===== src/rtl/core/albar_pkg.sv =====
// ----------------------------------------------------------------------------
// albar_pkg: shared types and constants
// Fixed field widths, display codes and the back-end state type used by the
// averaged level bar graph.
// ----------------------------------------------------------------------------
package albar_pkg;

    localparam int PERIOD_W      = 16;
    localparam int CHAR_W        = 8;
    localparam int COLUMN_W      = 4;
    localparam int OUT_DATA_W    = 16;   // char_code + column, padded to bytes
    localparam int PIXEL_DIVISOR = 13;

    localparam logic [PERIOD_W-1:0] PERIOD_RESET = 16'd625;
    localparam logic [CHAR_W-1:0]   SPACE_CODE   = 8'd32;

    typedef enum logic
    {
        BK_IDLE,
        BK_DRAW
    } back_state_t;

endpackage


===== src/rtl/core/albar_front.sv =====
// ----------------------------------------------------------------------------
// albar_front: sample intake
// Keeps the leaky running sum and the refresh countdown; on a redraw it
// pushes the pre-update average into the queue.
// ----------------------------------------------------------------------------
module albar_front #(
    parameter int SAMPLE_BITS   = 10,
    parameter int AVERAGE_SHIFT = 3,
    parameter int IN_W          = 16
) (
    input  logic                          clk,
    input  logic                          rst_n,
    input  logic                          s_tvalid,
    output logic                          s_tready,
    input  logic [IN_W-1:0]               s_tdata,
    input  logic                          cfg_valid,
    output logic                          cfg_ready,
    input  logic [albar_pkg::PERIOD_W-1:0] cfg_data,
    output logic                          q_push,
    output logic [SAMPLE_BITS-1:0]        q_data,
    input  logic                          q_full
);

    localparam int SUM_W = SAMPLE_BITS + AVERAGE_SHIFT;

    logic [SUM_W-1:0]                 sum_reg, sum_next;
    logic [albar_pkg::PERIOD_W-1:0]   cd_reg, cd_next, cd_dec;
    logic [albar_pkg::PERIOD_W-1:0]   period_reg;
    logic [SAMPLE_BITS-1:0]           avg;
    logic                             accept;
    logic                             redraw;

    assign s_tready  = !q_full;
    assign cfg_ready = 1'b1;
    assign accept    = s_tvalid && s_tready;

    assign avg = SAMPLE_BITS'(sum_reg >> AVERAGE_SHIFT);

    always_comb
    begin
        sum_next = sum_reg + SUM_W'(s_tdata[SAMPLE_BITS-1:0]) - SUM_W'(avg);
        cd_dec   = (cd_reg != '0) ? cd_reg - 1'b1 : cd_reg;
        redraw   = (cd_dec == '0);
        cd_next  = redraw ? period_reg : cd_dec;
    end

    assign q_push = accept && redraw;
    assign q_data = avg;

    always_ff @(posedge clk or negedge rst_n)
    begin
        if (!rst_n)
        begin
            sum_reg    <= '0;
            cd_reg     <= '0;
            period_reg <= albar_pkg::PERIOD_RESET;
        end
        else
        begin
            if (accept)
            begin
                sum_reg <= sum_next;
                cd_reg  <= cd_next;
            end
            if (cfg_valid && cfg_ready)
            begin
                period_reg <= cfg_data;
            end
        end
    end

endmodule


===== src/rtl/core/albar_queue.sv =====
// ----------------------------------------------------------------------------
// albar_queue: two-entry average queue
// Decouples sample intake from bar graph drawing.
// ----------------------------------------------------------------------------
module albar_queue #(
    parameter int DATA_W = 10
) (
    input  logic              clk,
    input  logic              rst_n,
    input  logic              push,
    input  logic [DATA_W-1:0] push_data,
    output logic              full,
    input  logic              pop,
    output logic              valid,
    output logic [DATA_W-1:0] pop_data
);

    logic [DATA_W-1:0] entry_reg [2];
    logic              wr_ptr_reg;
    logic              rd_ptr_reg;
    logic [1:0]        count_reg;

    assign full     = (count_reg == 2'd2);
    assign valid    = (count_reg != 2'd0);
    assign pop_data = entry_reg[rd_ptr_reg];

    always_ff @(posedge clk)
    begin
        if (push)
        begin
            entry_reg[wr_ptr_reg] <= push_data;
        end
    end

    always_ff @(posedge clk or negedge rst_n)
    begin
        if (!rst_n)
        begin
            wr_ptr_reg <= 1'b0;
            rd_ptr_reg <= 1'b0;
            count_reg  <= 2'd0;
        end
        else
        begin
            if (push)
            begin
                wr_ptr_reg <= !wr_ptr_reg;
            end
            if (pop)
            begin
                rd_ptr_reg <= !rd_ptr_reg;
            end
            case ({push, pop})
                2'b10:   count_reg <= count_reg + 2'd1;
                2'b01:   count_reg <= count_reg - 2'd1;
                default: count_reg <= count_reg;
            endcase
        end
    end

endmodule


===== src/rtl/core/albar_back.sv =====
// ----------------------------------------------------------------------------
// albar_back: bar graph drawing
// Turns one queued average into a pixel count and walks the columns,
// one character per cycle while the output slot is free, into the output register.
// ----------------------------------------------------------------------------
module albar_back #(
    parameter int SAMPLE_BITS       = 10,
    parameter int COLUMNS           = 16,
    parameter int PIXELS_PER_COLUMN = 5
) (
    input  logic                             clk,
    input  logic                             rst_n,
    input  logic                             q_valid,
    input  logic [SAMPLE_BITS-1:0]           q_data,
    output logic                             q_pop,
    output logic                             m_tvalid,
    input  logic                             m_tready,
    output logic [albar_pkg::OUT_DATA_W-1:0] m_tdata,
    output logic                             m_tlast
);

    localparam int MAX_PIX   = COLUMNS * PIXELS_PER_COLUMN;
    localparam int PIX_W     = $clog2(MAX_PIX + 1);
    localparam int COL_W     = (COLUMNS > 1) ? $clog2(COLUMNS) : 1;
    localparam int DIV_SHIFT = SAMPLE_BITS + $clog2(albar_pkg::PIXEL_DIVISOR);
    // ceil(2^DIV_SHIFT / 13): exact floor division for any SAMPLE_BITS-bit value
    localparam int RECIP     = ((1 << DIV_SHIFT) + albar_pkg::PIXEL_DIVISOR - 1)
                               / albar_pkg::PIXEL_DIVISOR;
    localparam int PROD_W    = 2 * SAMPLE_BITS + 1;
    localparam int CMP_W     = (SAMPLE_BITS > PIX_W) ? SAMPLE_BITS : PIX_W;

    albar_pkg::back_state_t state_reg, state_next;

    logic [PROD_W-1:0]              prod;
    logic [CMP_W-1:0]               quot;
    logic [PIX_W-1:0]               pix_sat;
    logic [PIX_W-1:0]               pix_reg;
    logic [PIX_W-1:0]               used_reg;
    logic [PIX_W-1:0]               rem;
    logic [COL_W-1:0]               col_reg;
    logic                           col_last;
    logic                           slot_free;
    logic                           emit;
    logic [albar_pkg::CHAR_W-1:0]   glyph;

    logic                           out_valid_reg;
    logic [albar_pkg::CHAR_W-1:0]   out_char_reg;
    logic [albar_pkg::COLUMN_W-1:0] out_col_reg;
    logic                           out_last_reg;

    always_comb
    begin
        prod    = PROD_W'(q_data) * PROD_W'(RECIP);
        quot    = CMP_W'(prod >> DIV_SHIFT);
        pix_sat = (quot > CMP_W'(MAX_PIX)) ? PIX_W'(MAX_PIX) : PIX_W'(quot);
    end

    always_comb
    begin
        rem = pix_reg - used_reg;
        if (pix_reg <= used_reg)
        begin
            glyph = albar_pkg::SPACE_CODE;
        end
        else if (rem >= PIX_W'(PIXELS_PER_COLUMN))
        begin
            glyph = albar_pkg::CHAR_W'(PIXELS_PER_COLUMN - 1);
        end
        else
        begin
            glyph = albar_pkg::CHAR_W'(rem - 1'b1);
        end
    end

    assign col_last  = (col_reg == COL_W'(COLUMNS - 1));
    assign slot_free = !out_valid_reg || m_tready;

    // next state
    always_comb
    begin
        state_next = state_reg;
        case (state_reg)
            albar_pkg::BK_IDLE:
            begin
                if (q_valid)
                begin
                    state_next = albar_pkg::BK_DRAW;
                end
            end
            albar_pkg::BK_DRAW:
            begin
                if (slot_free && col_last)
                begin
                    state_next = albar_pkg::BK_IDLE;
                end
            end
            default: state_next = albar_pkg::BK_IDLE;
        endcase
    end

    // state outputs
    always_comb
    begin
        q_pop = 1'b0;
        emit  = 1'b0;
        case (state_reg)
            albar_pkg::BK_IDLE: q_pop = q_valid;
            albar_pkg::BK_DRAW: emit  = slot_free;
            default:
            begin
                q_pop = 1'b0;
                emit  = 1'b0;
            end
        endcase
    end

    always_ff @(posedge clk or negedge rst_n)
    begin
        if (!rst_n)
        begin
            state_reg     <= albar_pkg::BK_IDLE;
            col_reg       <= '0;
            used_reg      <= '0;
            out_valid_reg <= 1'b0;
        end
        else
        begin
            state_reg <= state_next;
            if (q_pop)
            begin
                col_reg  <= '0;
                used_reg <= '0;
            end
            else if (emit)
            begin
                col_reg  <= col_reg + 1'b1;
                used_reg <= used_reg + PIX_W'(PIXELS_PER_COLUMN);
            end
            if (emit)
            begin
                out_valid_reg <= 1'b1;
            end
            else if (m_tready)
            begin
                out_valid_reg <= 1'b0;
            end
        end
    end

    always_ff @(posedge clk)
    begin
        if (q_pop)
        begin
            pix_reg <= pix_sat;
        end
        if (emit)
        begin
            out_char_reg <= glyph;
            out_col_reg  <= albar_pkg::COLUMN_W'(col_reg);
            out_last_reg <= col_last;
        end
    end

    assign m_tvalid = out_valid_reg;
    assign m_tdata  = albar_pkg::OUT_DATA_W'({out_col_reg, out_char_reg});
    assign m_tlast  = out_last_reg;

endmodule


===== src/rtl/core/averaged_level_lcd_bargraph_unit.sv =====
// ----------------------------------------------------------------------------
// averaged_level_lcd_bargraph_unit: averaged level bar graph
// Leaky average of converter samples, drawn as a row of bar characters.
//
// s_* channel: one converter sample per transfer (tdata bits [SAMPLE_BITS-1:0]).
// m_* channel: one character per transfer, COLUMNS transfers per redraw,
//   tlast on the rightmost column.
// cfg_* channel: refresh period (samples between redraws), always ready.
//
// Throughput: one sample per cycle. A redraw puts its average into a
// two-entry queue; the drawing side pops it, then emits one column per
// cycle while the output register is free. Samples are held off only
// while the queue is full. A sample's average passes the queue, the
// drawing side's pixel register and the output register in turn.
// Reset: sum and countdown clear, so the first sample redraws; the
// period returns to 625. A stalled receiver holds the output register
// and backs up into the queue, then into the sample input.
// ----------------------------------------------------------------------------
module averaged_level_lcd_bargraph_unit #(
    parameter int COLUMNS           = 16,
    parameter int PIXELS_PER_COLUMN = 5,
    parameter int AVERAGE_SHIFT     = 3,
    parameter int SAMPLE_BITS       = 10
) (
    input  logic                             clk,
    input  logic                             rst_n,
    input  logic                             s_tvalid,
    output logic                             s_tready,
    input  logic [((SAMPLE_BITS+7)/8)*8-1:0] s_tdata,   // sample
    output logic                             m_tvalid,
    input  logic                             m_tready,
    output logic [albar_pkg::OUT_DATA_W-1:0] m_tdata,   // char_code, column
    output logic                             m_tlast,
    input  logic                             cfg_valid,
    output logic                             cfg_ready,
    input  logic [albar_pkg::PERIOD_W-1:0]   cfg_data
);

    localparam int IN_W = ((SAMPLE_BITS + 7) / 8) * 8;

    logic                   q_push;
    logic [SAMPLE_BITS-1:0] q_wdata;
    logic                   q_full;
    logic                   q_pop;
    logic                   q_valid;
    logic [SAMPLE_BITS-1:0] q_rdata;

    albar_front #(
        .SAMPLE_BITS  (SAMPLE_BITS),
        .AVERAGE_SHIFT(AVERAGE_SHIFT),
        .IN_W         (IN_W)
    ) u_front (
        .clk      (clk),
        .rst_n    (rst_n),
        .s_tvalid (s_tvalid),
        .s_tready (s_tready),
        .s_tdata  (s_tdata),
        .cfg_valid(cfg_valid),
        .cfg_ready(cfg_ready),
        .cfg_data (cfg_data),
        .q_push   (q_push),
        .q_data   (q_wdata),
        .q_full   (q_full)
    );

    albar_queue #(
        .DATA_W(SAMPLE_BITS)
    ) u_queue (
        .clk      (clk),
        .rst_n    (rst_n),
        .push     (q_push),
        .push_data(q_wdata),
        .full     (q_full),
        .pop      (q_pop),
        .valid    (q_valid),
        .pop_data (q_rdata)
    );

    albar_back #(
        .SAMPLE_BITS      (SAMPLE_BITS),
        .COLUMNS          (COLUMNS),
        .PIXELS_PER_COLUMN(PIXELS_PER_COLUMN)
    ) u_back (
        .clk     (clk),
        .rst_n   (rst_n),
        .q_valid (q_valid),
        .q_data  (q_rdata),
        .q_pop   (q_pop),
        .m_tvalid(m_tvalid),
        .m_tready(m_tready),
        .m_tdata (m_tdata),
        .m_tlast (m_tlast)
    );

    a_no_pop_empty: assert property (@(posedge clk) disable iff (!rst_n)
        q_pop |-> q_valid)
        else $error("queue popped while empty");

    a_stall_only_full: assert property (@(posedge clk) disable iff (!rst_n)
        !s_tready |-> q_full)
        else $error("sample input stalled with queue space free");

    a_last_column: assert property (@(posedge clk) disable iff (!rst_n)
        (m_tvalid && m_tlast) |->
            (m_tdata[11:8] == albar_pkg::COLUMN_W'(COLUMNS - 1)))
        else $error("tlast on wrong column");

    a_column_step: assert property (@(posedge clk) disable iff (!rst_n)
        (m_tvalid && m_tready && !m_tlast) |=>
            (m_tvalid && (m_tdata[11:8] == $past(m_tdata[11:8]) + 4'd1)))
        else $error("bar graph columns not contiguous");

endmodule


===== config.mk =====
export PLATFORM = sky130hd
export DESIGN_NAME = averaged_level_lcd_bargraph_unit
export DESIGN_NICKNAME = d
export VERILOG_FILES = /design/src/rtl/core/albar_pkg.sv /design/src/rtl/core/albar_front.sv /design/src/rtl/core/albar_queue.sv /design/src/rtl/core/albar_back.sv /design/src/rtl/core/averaged_level_lcd_bargraph_unit.sv
export SDC_FILE = /design/constraint.sdc
export NUM_CORES = 1
export LEC_CHECK = 0
export ABC_AREA = 1
export BUFFER_PORTS_ARGS = -buffer_cell sky130_fd_sc_hd__buf_2
export CAP_MARGIN = 20
export CORE_MARGIN = 4
export CORE_UTILIZATION = 61
export CTS_BUF_LIST = sky130_fd_sc_hd__clkbuf_8
export DETAILED_ROUTE_END_ITERATION = 10
export PLACE_DENSITY = 0.8
export SLEW_MARGIN = 20
export SYNTH_ARGS = -nofsm -noshare
export SYNTH_HDL_FRONTEND = slang
export SYNTH_SLANG_ARGS = --single-unit

===== constraint.sdc =====
create_clock -name clk -period 6.5 [get_ports clk]
set_input_delay 1.3 -clock clk [delete_from_list [all_inputs] [get_ports clk]]
set_output_delay 1.3 -clock clk [all_outputs]
set_load 0.02 [all_outputs]

==> results of run 1 <==
## per-stage QoR
| step | std cells | instance area [sq um] | util (%) |
|---|---|---|---|
| after floorplan | 996 | 8290 | - |
| after global placement | 1202 | 8650 | 65.3 |
| after detailed placement | 1202 | 8650 | 65.3 |
| after CTS | 1218 | 8830 | 66.7 |
| after global routing | 1218 | 8830 | 66.7 |
| final | 1218 | 8830 | 66.7 |
## critical path: stages, from the launching register on
cell and delay, ps:
dfrtp_1 570, inv_2 150, or2_2 290, o21ai_0 130, inv_1 210, ha_1 350
inv_1 50, fa_1 470, inv_1 50, fa_1 520, fa_1 520, fa_1 490
ha_1 340, nand2_1 100, inv_1 60, nand2_1 50, a21oi_1 130, nor2_1 70
nand2_1 80, nand2_1 60, nand2_1 70, xor2_1 190, nand2_1 90, nand2_1 150
nor2_1 50
## cell type report
| cell class | instances | area (sq um) | share of cell area [%] |
|---|---|---|---|
| clock buffer | 10 | 138 | 1.56 |
| clock inverter | 6 | 50.0 | 0.567 |
| inverter | 173 | 649 | 7.35 |
| multi-input combinational | 703 | 4770 | 54.0 |
| sequential | 102 | 2760 | 31.2 |
| tap | 176 | 220 | 2.49 |
| timing repair buffer | 48 | 248 | 2.80 |
## final timing paths
path                                              endpoint  cells after the start                           start  slack, ps
min                        u_back.out_col_reg[3]$_DFFE_PP_                      0   u_back.col_reg[3]$_DFFE_PN0P_        490
max in group asynchronous   u_front.sum_reg[6]$_DFFE_PN0P_                      2                           rst_n       4940
min in group asynchronous  u_front.sum_reg[10]$_DFFE_PN0P_                      2                           rst_n       1060
max reg2reg                u_back.pix_reg[2]$_SDFFCE_PN0P_                     24  u_queue.rd_ptr_reg$_DFFE_PN0P_       1000
min reg2reg                u_back.out_col_reg[3]$_DFFE_PP_                      0   u_back.col_reg[3]$_DFFE_PN0P_        490
max                        u_back.pix_reg[2]$_SDFFCE_PN0P_                     24  u_queue.rd_ptr_reg$_DFFE_PN0P_       1000
## per-layer routing
layer	track usage (%)	vias to the layer above	part of all wire (%)
li1	-	3253	-
met1	27.4	2975	46
met2	35.8	127	49
met5	0	-	0
met4	5.16	0	1.2
met3	3.34	16	4.1
## cell families (layout without fill, tap and decap cells)
| kind of cell | Yosys count | in the layout | share of synthesized area, % |
|---|---|---|---|
| xor gates and xnor gates | 24 | 24 | 2.54 |
| and+or+nand+nor | 439 | 439 | 23.4 |
| adders and majority gates | 129 | 129 | 23.4 |
| DFF | 102 | 102 | 33.3 |
| AOI/OAI and AO/OA | 90 | 90 | 5.91 |
| buffers and inverters | 191 | 237 | 9.19 |
| other | 2 | 5 | 0.0907 |
| muxes | 16 | 16 | 2.18 |
## cells in the final DEF (no fill, tap or decap), drive strengths merged
master,instances
o21a,1
nand4,30
conb,5
a22o,1
clkbuf,10
or2,5
nand2,271
dfstp,5
clkinv,2
nor3,18
o21ai,41
nor2,77
o21bai,3
a21oi,34
dfrtp,57
nand3,28
nor4,3
clkinvlp,2
xor2,15
mux2,16
inv,175
xnor2,9
a21o,1
nand3b,4
nor3b,1
ha,86
edfxtp,40
a31oi,4
buf,48
fa,43
and3,1
and2,1
a32oi,1
a21boi,1
o22ai,3
==> run summary, run 1 <==
STATUS
----------------------------------------------------------------------------------------
Run status ................................................................ finished clean

GLOBAL ROUTE
----------------------------------------------------------------------------------------
Number of antenna violations at the first check in global routing .........            0
Global-route wire length before repair ....................................     27200 um
Pin count of the biggest net entering global routing ......................           63
Gr ovfl total .............................................................            0
Number of global-route vias before repair .................................         6182
GRT Resource Usage Total ..................................................        20.7%

LOGIC SYNTHESIS
----------------------------------------------------------------------------------------
Proportion of synthesized chip area in sequential cells ...................        33.3%
Number of synthesized flops with an enable pin ............................           40
Synthesized flop and latch total ..........................................          102
Avg Synthesized Cell Area .................................................   8.34 sq um
Netlist cell types ........................................................           47
Most frequently used cell type in the post-synthesis netlist ..............      nand2_1
Area leader, netlist ......................................................      dfrtp_1
Post-synth top area share .................................................        17.2%
Asr flop ratio synth ......................................................        60.8%
Top post-synthesis cells by area .......................................... dfrtp_1 17%, edfxtp_1 15%, ha_1 13%, nand2_1 12%, fa_1 10%
Number of cells produced by synthesis .....................................          993
Most numerous cell types in the synthesized netlist ....................... 258 x nand2_1, 169 x inv_1, 86 x ha_1
Mapped cell area .......................................................... 0.00828 sq mm
Synth warnings ............................................................            0
Primary flip-flop cell chosen by synthesis mapping ........................      dfrtp_1

ROUTING
----------------------------------------------------------------------------------------
Avg WL per Cell ...........................................................      12.6 um
Detailed Routing Iterations Pass 1 ........................................            5
Avg Vias per Cell .........................................................         5.23
Antenna-violating nets left ...............................................            0
Number of DRC markers after the initial detailed-route iteration ..........          351
Vias after detailed routing ...............................................         6371
Total routed wirelength ...................................................     15300 um
Remaining design rule violation count .....................................            0

TIMING
----------------------------------------------------------------------------------------
Final period demand of the worst path .....................................      5500 ps
Part of the cycle the worst path needs ....................................        84.6%
Transition at the pin with the smallest max-transition slack ..............       798 ps
Setup ws final ............................................................      1000 ps
Minimum hold slack ........................................................       491 ps
Final TNS setup ...........................................................         0 ps
RSZ-0062 raised after global routing ......................................           no
Setup clock skew after layout .............................................      17.4 ps
Number of max-slew violations in the final report .........................            0
Worst slew slack as a fraction of its limit ...............................        46.8%
Maximum operating frequency ...............................................    0.182 GHz
Setup violations, final ...................................................            0
Count of endpoints failing hold in the final timing report ................            0

CLOCKING
----------------------------------------------------------------------------------------
CTS H-tree lvls ...........................................................            3
Clk_lat worst skew ........................................................       390 ps
TritonCTS clock tree ......................................................          yes
Number of sinks on the clock net ..........................................          102
Total clock buffers created by CTS ........................................            9
CTS root buf ..............................................................     clkbuf_8
Bufs on Longest Clock Path ................................................            2
Post-cts sizing count .....................................................            0
Post-CTS Setup Bufs .......................................................            0
Register clock-pin slew on the reported worst setup and hold paths ........       110 ps
Hold Buf Count CTS ........................................................            0

DIE
----------------------------------------------------------------------------------------
Placeable core area ....................................................... 0.0132 sq mm
Number of primary I/O pins ................................................           57
Effective utilization at floorplan ........................................        62.5%
Number of rows in the core area ...........................................           42
Die outline area .......................................................... 0.0155 sq mm
Width of the die ..........................................................       124 um
Vertical die dimension ....................................................       124 um

CELLS AND AREA
----------------------------------------------------------------------------------------
Signed area change from the synthesized netlist to the final layout .......        6.71%
Final net count ...........................................................         1203
Antenna Cells .............................................................            0
Count of filler cells inserted in the layout ..............................         1142
Max reg flops .............................................................           20
Ratio of cells with drive above 1 in the final layout .....................        11.3%

WORST SETUP PATH
----------------------------------------------------------------------------------------
Kind of critical path .....................................................      reg2reg
Top fanout value on the critical path .....................................           12
Capturing element type of the critical path ...............................    flip-flop
Data arrival time of the critical path ....................................      5650 ps
Startpoint type of the worst setup path ...................................    flip-flop
Required arrival time at the worst endpoint ...............................      6650 ps

RUN
----------------------------------------------------------------------------------------
Count of maximum capacitance violations ...................................            0

PLACE
----------------------------------------------------------------------------------------
Total half-perimeter wirelength after legalization and detailed placement .     12300 um
RePlAce Congestion ........................................................        0.915
I/O Buffers ...............................................................           45
Setup slack after placement ...............................................       973 ps

HOLD PATH
----------------------------------------------------------------------------------------
Worst min-delay path category .............................................      reg2reg

Power of run 1 is left out: the tool's default activity adds up to more than one toggle a clock period on the data nets, which glitch-free logic cannot reach.
==> run 2, diff against run 1 <==
- CORE_UTILIZATION: 61 -> 57
- PLACE_DENSITY: 0.8 -> 0.79
- clock period: 6.5 -> 4.9 ns (I/O delays scaled with it)
==> run 2 against run 1 <==
Compared with the run above: the run now ends with negative setup slack left; worst hold slack worse by 4.3 ps; count of clock-buffer cells in the layout down 1; global-route usage increased by 0.14 points; sequential share of layout area shrank 2.4 points.
==> run summary, run 2 (synthesis results as in run 1) <==
PLACE
----------------------------------------------------------------------------------------
RePlAce Congestion ........................................................        0.920   +0.55%
Setup slack after placement ...............................................      -230 ps   -1200 ps
I/O Buffers ...............................................................           45   unchanged
Total half-perimeter wirelength after legalization and detailed placement .     12700 um   +2.9%

WORST SETUP PATH
----------------------------------------------------------------------------------------
Data arrival time of the critical path ....................................      5140 ps   -510 ps
Capturing element type of the critical path ...............................    flip-flop
Top fanout value on the critical path .....................................            5   -7
Required arrival time at the worst endpoint ...............................      5050 ps   -1600 ps
Kind of critical path .....................................................      reg2reg
Delay of the slowest cell on the worst path ...............................       600 ps   +30 ps
Critical path's slowest cell ..............................................         fa_1
Library cell appearing most often on the critical path ....................        inv_2
Startpoint type of the worst setup path ...................................    flip-flop

CLOCKING
----------------------------------------------------------------------------------------
Hold Buf Count CTS ........................................................            0   unchanged
Bufs on Longest Clock Path ................................................            2   unchanged
Register clock-pin slew on the reported worst setup and hold paths ........       100 ps   about the same
Total clock buffers created by CTS ........................................            9   unchanged
Clk_lat worst skew ........................................................       390 ps   about the same
CTS H-tree lvls ...........................................................            3   unchanged
CTS root buf ..............................................................     clkbuf_8
TritonCTS clock tree ......................................................          yes
Number of sinks on the clock net ..........................................          102   unchanged

ROUTING
----------------------------------------------------------------------------------------
Avg WL per Cell ...........................................................      13.4 um   +6.2%
Remaining design rule violation count .....................................            0   unchanged
Total routed wirelength ...................................................     16900 um   +10%
Avg Vias per Cell .........................................................         5.16   -1.4%
Antenna-violating nets left ...............................................            0   unchanged
Vias after detailed routing ...............................................         6513   +2.2%
Number of DRC markers after the initial detailed-route iteration ..........          301   -14%
Detailed Routing Iterations Pass 1 ........................................            5   unchanged

CELLS AND AREA
----------------------------------------------------------------------------------------
Final net count ...........................................................         1244   +3.4%
Most frequent cells in the layout ......................................... 241 x nand2_1, 160 x inv_1, 70 x ha_1
Most frequent standard cell in the layout excluding fill and tap cells ....      nand2_1
Signed area change from the synthesized netlist to the final layout .......        15.7%
Max reg flops .............................................................           20   unchanged
Ratio of cells with drive above 1 in the final layout .....................        21.1%   +9.7 points
Antenna Cells .............................................................            0   unchanged

DIE
----------------------------------------------------------------------------------------
Number of primary I/O pins ................................................           57   unchanged
Width of the die ..........................................................       129 um   +3.2%
Number of rows in the core area ...........................................           43   +2.4%
Placeable core area ....................................................... 0.0140 sq mm   +6.0%
Vertical die dimension ....................................................       129 um   +3.2%
Effective utilization at floorplan ........................................        59.0%   -3.6 points
Die outline area .......................................................... 0.0165 sq mm   +6.6%

STATUS
----------------------------------------------------------------------------------------
Run status ................................................................ complete, but fails checks
Violated checks ........................................................... negative setup slack

GLOBAL ROUTE
----------------------------------------------------------------------------------------
Pin count of the biggest net entering global routing ......................           37   -41%
GRT Resource Usage Total ..................................................        20.9%   +0.14 points
Gr ovfl total .............................................................            0   unchanged
Global-route wire length before repair ....................................     28400 um   +4.4%
Number of global-route vias before repair .................................         6428   +4.0%
Number of antenna violations at the first check in global routing .........            0   unchanged

TIMING
----------------------------------------------------------------------------------------
Maximum operating frequency ...............................................    0.200 GHz   +10%
Worst slew slack as a fraction of its limit ...............................        41.5%   -5.3 points
Setup violations, final ...................................................            5   +5
Transition at the pin with the smallest max-transition slack ..............       877 ps   +79.4 ps
Part of the cycle the worst path needs ....................................         102%   +17 points
Final period demand of the worst path .....................................      4990 ps   -511 ps
Count of endpoints failing hold in the final timing report ................            0   unchanged
Setup ws final ............................................................     -87.9 ps   -1090 ps
Setup clock skew after layout .............................................      13.8 ps   -3.64 ps
Number of max-slew violations in the final report .........................            0   unchanged
RSZ-0062 raised after global routing ......................................          yes

HOLD PATH
----------------------------------------------------------------------------------------
Worst min-delay path category .............................................      reg2reg

RUN
----------------------------------------------------------------------------------------
Count of maximum capacitance violations ...................................            0   unchanged

==> run 2: changes by cell type in the layout (fill, tap and decap cells not counted), sizes merged <==
cell / delta
buf: +41
clkbuf: -1
clkinvlp: -1
inv: +2
==> run 2: timing repair <==
| item | CTS | global route |
|---|---|---|
| setup buffers | 1 | 3 |
| pin swaps | 10 | 39 |
| hold endpoints to repair | 0 | 0 |
| setup endpoints to repair | 6 | 7 |
| resized for setup | 24 | 70 |
==> run 2: layout make-up <==
class                           instances  area [sq um]
Clock buffer                            9           124
Clock inverter                          7          63.8
Fill cell                            1132          4460
Inverter                              173           656
Multi-Input combinational cell        703          5180
Sequential cell                       102          2760
Tap cell                              180           225
Timing Repair Buffer                   89           567
==> run 2: path summary, 6_finish.rpt <==
kind	from	depth (start not counted)	slack, ps	end
min in group asynchronous	rst_n	1	680	u_front.sum_reg[10]$_DFFE_PN0P_
worst min register to register	u_back.col_reg[3]$_DFFE_PN0P_	0	490	u_back.out_col_reg[3]$_DFFE_PP_
worst max-delay path	u_queue.rd_ptr_reg$_DFFE_PN0P_	25	-90	u_back.pix_reg[0]$_SDFFCE_PN0P_
max in group asynchronous	rst_n	2	3370	u_back.col_reg[1]$_DFFE_PN0P_
worst min-delay path	u_back.col_reg[3]$_DFFE_PN0P_	0	490	u_back.out_col_reg[3]$_DFFE_PP_
worst max register to register	u_queue.rd_ptr_reg$_DFFE_PN0P_	25	-90	u_back.pix_reg[0]$_SDFFCE_PN0P_
==> run 2: layer usage <==
metal / wire length [um] / vias up / global-route usage, % / part of all wire [%]
met5: 0 / - / 0 / 0
met4: 265 / 0 / 6.18 / 1.6
met3: 553 / 22 / 2.70 / 3.3
met2: 8490 / 111 / 36.0 / 50
met1: 7580 / 3036 / 27.7 / 45
li1: - / 3344 / - / -
==> run 2: stage by stage <==
stage	util, %	area, sq um	hold WS [ps]	std cells	TNS [ps]
floorplan	-	8290	447	996	0
global route	68.2	9580	501	1263	-1450
finish	68.2	9580	487	1263	-369
global placement	63.6	8930	466	1243	-575
detailed placement	63.6	8930	462	1243	-1060
CTS	66.1	9290	488	1260	0
==> run 2: worst max-delay path, delay by kind of cell, from the launching register on <==
kind	cells	cell delay [ps]
compound gates	1	50
simple gates	13	1270
fa+ha+maj	6	2700
flops	1	410
buf+inv	5	340
Power of run 2 is left out for the same reason.
==> run 3, diff against run 2 <==
- CORE_UTILIZATION: 57 -> 30
- PLACE_DENSITY: 0.79 -> unset
==> run 3 against run 2 <==
Compared with the run above: the flow now finishes without violations; maximum frequency up 2.8%; final area up 3.6%; first-iteration DRC count up 20%; wire length up 4.1%; cell count up 13%; sequential share of layout area down 0.99 points; count of clock-buffer cells in the layout up 2; worst hold slack better by 7.0 ps; highest routed layer unchanged.
==> run summary, run 3 (synthesis results as in run 1) <==
GLOBAL ROUTE
----------------------------------------------------------------------------------------
Number of global-route vias before repair .................................         6505   +1.2%
Met1 usage in global routing ..............................................        15.7%   -12 points
Gr ovfl total .............................................................            0   unchanged
Global-route wire length before repair ....................................     30300 um   +6.8%
Gr busiest metal ..........................................................         met2
Global Route met3 Usage ...................................................        1.83%   -0.87 points
GRT Resource Usage Total ..................................................        11.8%   -9.0 points
Number of antenna violations at the first check in global routing .........            0   unchanged
Met2 usage ................................................................        20.3%   -16 points
Pin count of the biggest net entering global routing ......................           41   +11%

CLOCKING
----------------------------------------------------------------------------------------
Total clock buffers created by CTS ........................................            9   unchanged
Register clock-pin slew on the reported worst setup and hold paths ........       100 ps   about the same
Hold Buf Count CTS ........................................................            0   unchanged
CTS H-tree lvls ...........................................................            3   unchanged
Bufs on Longest Clock Path ................................................            2   unchanged
Number of sinks on the clock net ..........................................          102   unchanged
CTS root buf ..............................................................     clkbuf_8
TritonCTS clock tree ......................................................          yes
Clk_lat worst skew ........................................................       380 ps   about the same

TIMING
----------------------------------------------------------------------------------------
Setup violations, final ...................................................            0   -5
Count of endpoints failing hold in the final timing report ................            0   unchanged
Final TNS setup ...........................................................         0 ps   +369 ps
Transition at the pin with the smallest max-transition slack ..............       963 ps   +85.7 ps
Worst slew slack as a fraction of its limit ...............................        35.8%   -5.7 points
Part of the cycle the worst path needs ....................................        99.0%   -2.7 points
RSZ-0062 raised after global routing ......................................          yes
Number of max-slew violations in the final report .........................            0   unchanged
Setup clock skew after layout .............................................      18.9 ps   +5.10 ps
Maximum operating frequency ...............................................    0.206 GHz   +2.8%
Final period demand of the worst path .....................................      4850 ps   -135 ps

CELLS AND AREA
----------------------------------------------------------------------------------------
Max reg flops .............................................................           20   unchanged
Ratio of cells with drive above 1 in the final layout .....................        22.6%   +1.5 points
Most frequent cells in the layout ......................................... 237 x nand2_1, 161 x inv_1, 64 x ha_1
Final net count ...........................................................         1251   +0.56%
Antenna Cells .............................................................            0   unchanged
Signed area change from the synthesized netlist to the final layout .......        19.8%
Most frequent standard cell in the layout excluding fill and tap cells ....      nand2_1
Count of filler cells inserted in the layout ..............................         2763   +140%

ROUTING
----------------------------------------------------------------------------------------
Antenna-violating nets left ...............................................            0   unchanged
Avg Vias per Cell .........................................................         4.54   -12%
Avg WL per Cell ...........................................................      12.3 um   -8.1%
Detailed Routing Iterations Pass 1 ........................................            8   +3
Number of DRC markers after the initial detailed-route iteration ..........          360   +20%
Total routed wirelength ...................................................     17600 um   +4.1%
Vias after detailed routing ...............................................         6490   -0.35%
Remaining design rule violation count .....................................            0   unchanged

WORST SETUP PATH
----------------------------------------------------------------------------------------
Startpoint type of the worst setup path ...................................    flip-flop
Worst reg-to-reg setup slack ..............................................        50 ps   +130 ps
Top fanout value on the critical path .....................................            6   +1
Capturing element type of the critical path ...............................    flip-flop
Worst setup path end ...................................................... u_back.pix_reg[3]$_SDFFCE_PN0P_
R2R Path Start ............................................................ u_queue.rd_ptr_reg$_DFFE_PN0P_
Bufs and invs on worst path ...............................................            5   unchanged
Kind of cell adding the most delay to the critical path ...................  adder cells
R2R depth .................................................................           24   -4.0%
Origin of the worst setup path ............................................ u_queue.rd_ptr_reg$_DFFE_PN0P_
Kind of critical path .....................................................      reg2reg
Critical path's slowest cell ..............................................         fa_1
Required arrival time at the worst endpoint ...............................      5030 ps   -20 ps
Reg2Reg Capture Point ..................................................... u_back.pix_reg[3]$_SDFFCE_PN0P_
Delay of the slowest cell on the worst path ...............................       560 ps   -40 ps
Cells along the critical path ............................................. inv_2, or2_4, o21ai_4, inv_4, ha_4, inv_2, fa_1, inv_2, fa_1, fa_1, fa_2, ha_4, nand2_4, inv_1, nand2_1, a21oi_2, nor2_2, nand2_2, nand2_2, nand2_2, xor2_2, nand2_1, nand2_2, nor2_1
Worst path depth ..........................................................           24   -4.0%
Library cell appearing most often on the critical path ....................      nand2_2
Data arrival time of the critical path ....................................      4980 ps   -160 ps

DIE
----------------------------------------------------------------------------------------
Effective utilization at floorplan ........................................        30.6%   -28 points
Die outline area .......................................................... 0.0303 sq mm   +84%
Number of primary I/O pins ................................................           57   unchanged
Number of rows in the core area ...........................................           60   +40%
Vertical die dimension ....................................................       174 um   +35%
Width of the die ..........................................................       174 um   +35%
Placeable core area ....................................................... 0.0270 sq mm   +92%

PLACE
----------------------------------------------------------------------------------------
I/O Buffers ...............................................................           45   unchanged
RePlAce Congestion ........................................................        0.845   -8.2%
Total half-perimeter wirelength after legalization and detailed placement .     13700 um   +8.2%

RUN
----------------------------------------------------------------------------------------
Count of maximum capacitance violations ...................................            0   unchanged

STATUS
----------------------------------------------------------------------------------------
Run status ................................................................ finished clean

HOLD PATH
----------------------------------------------------------------------------------------
Origin of the worst min-delay path ........................................ u_back.col_reg[3]$_DFFE_PN0P_
Worst min-delay path category .............................................      reg2reg

run 3: how the worst min path moves through the flow:
stage                                      endpoint  slack, ps  cells past startpoint
finish              u_back.out_col_reg[3]$_DFFE_PP_        490                      0
global route        u_back.out_col_reg[3]$_DFFE_PP_        510                      0
CTS                 u_back.out_col_reg[3]$_DFFE_PP_        500                      0
detailed placement  u_back.out_col_reg[3]$_DFFE_PP_        480                      0
global placement     u_front.sum_reg[1]$_DFFE_PN0P_        470                      2
floorplan           u_back.out_col_reg[3]$_DFFE_PP_        450                      0
run 3: layout make-up:
type,count,area (sq um),share of cell area [%]
timing repair buffer,96,624,6.29
tap,341,427,4.30
clock inverter,5,36.3,0.366
sequential,102,2760,27.8
clock buffer,11,151,1.53
inverter,173,657,6.62
multi-input combinational,703,5270,53.1
run 3: what timing repair did:
item                                    CTS  global route
buffers inserted                          1             6
endpoints found under the setup margin    7             7
pin swaps                                13            38
gates resized for setup                  22            84
run 3: through the flow:
stage	std cells	worst slack, ps	hold slack (ps)	instance area [sq um]	util [%]
2_1_floorplan	996	69.6	447	8290	-
3_3_place_gp	1409	-156	467	9170	33.9
3_5_place_dp	1409	-246	481	9170	33.9
4_1_cts	1426	4.58	502	9500	35.1
5_1_grt	1431	-168	515	9920	36.7
6_report	1431	46.6	494	9920	36.7
run 3: metal layers:
metal,wire length [um],share of wire [%]
met2,8330,47
met3,492,2.8
met4,303,1.7
met5,0,0
met1,8460,48
Power of run 3 is left out for the same reason.
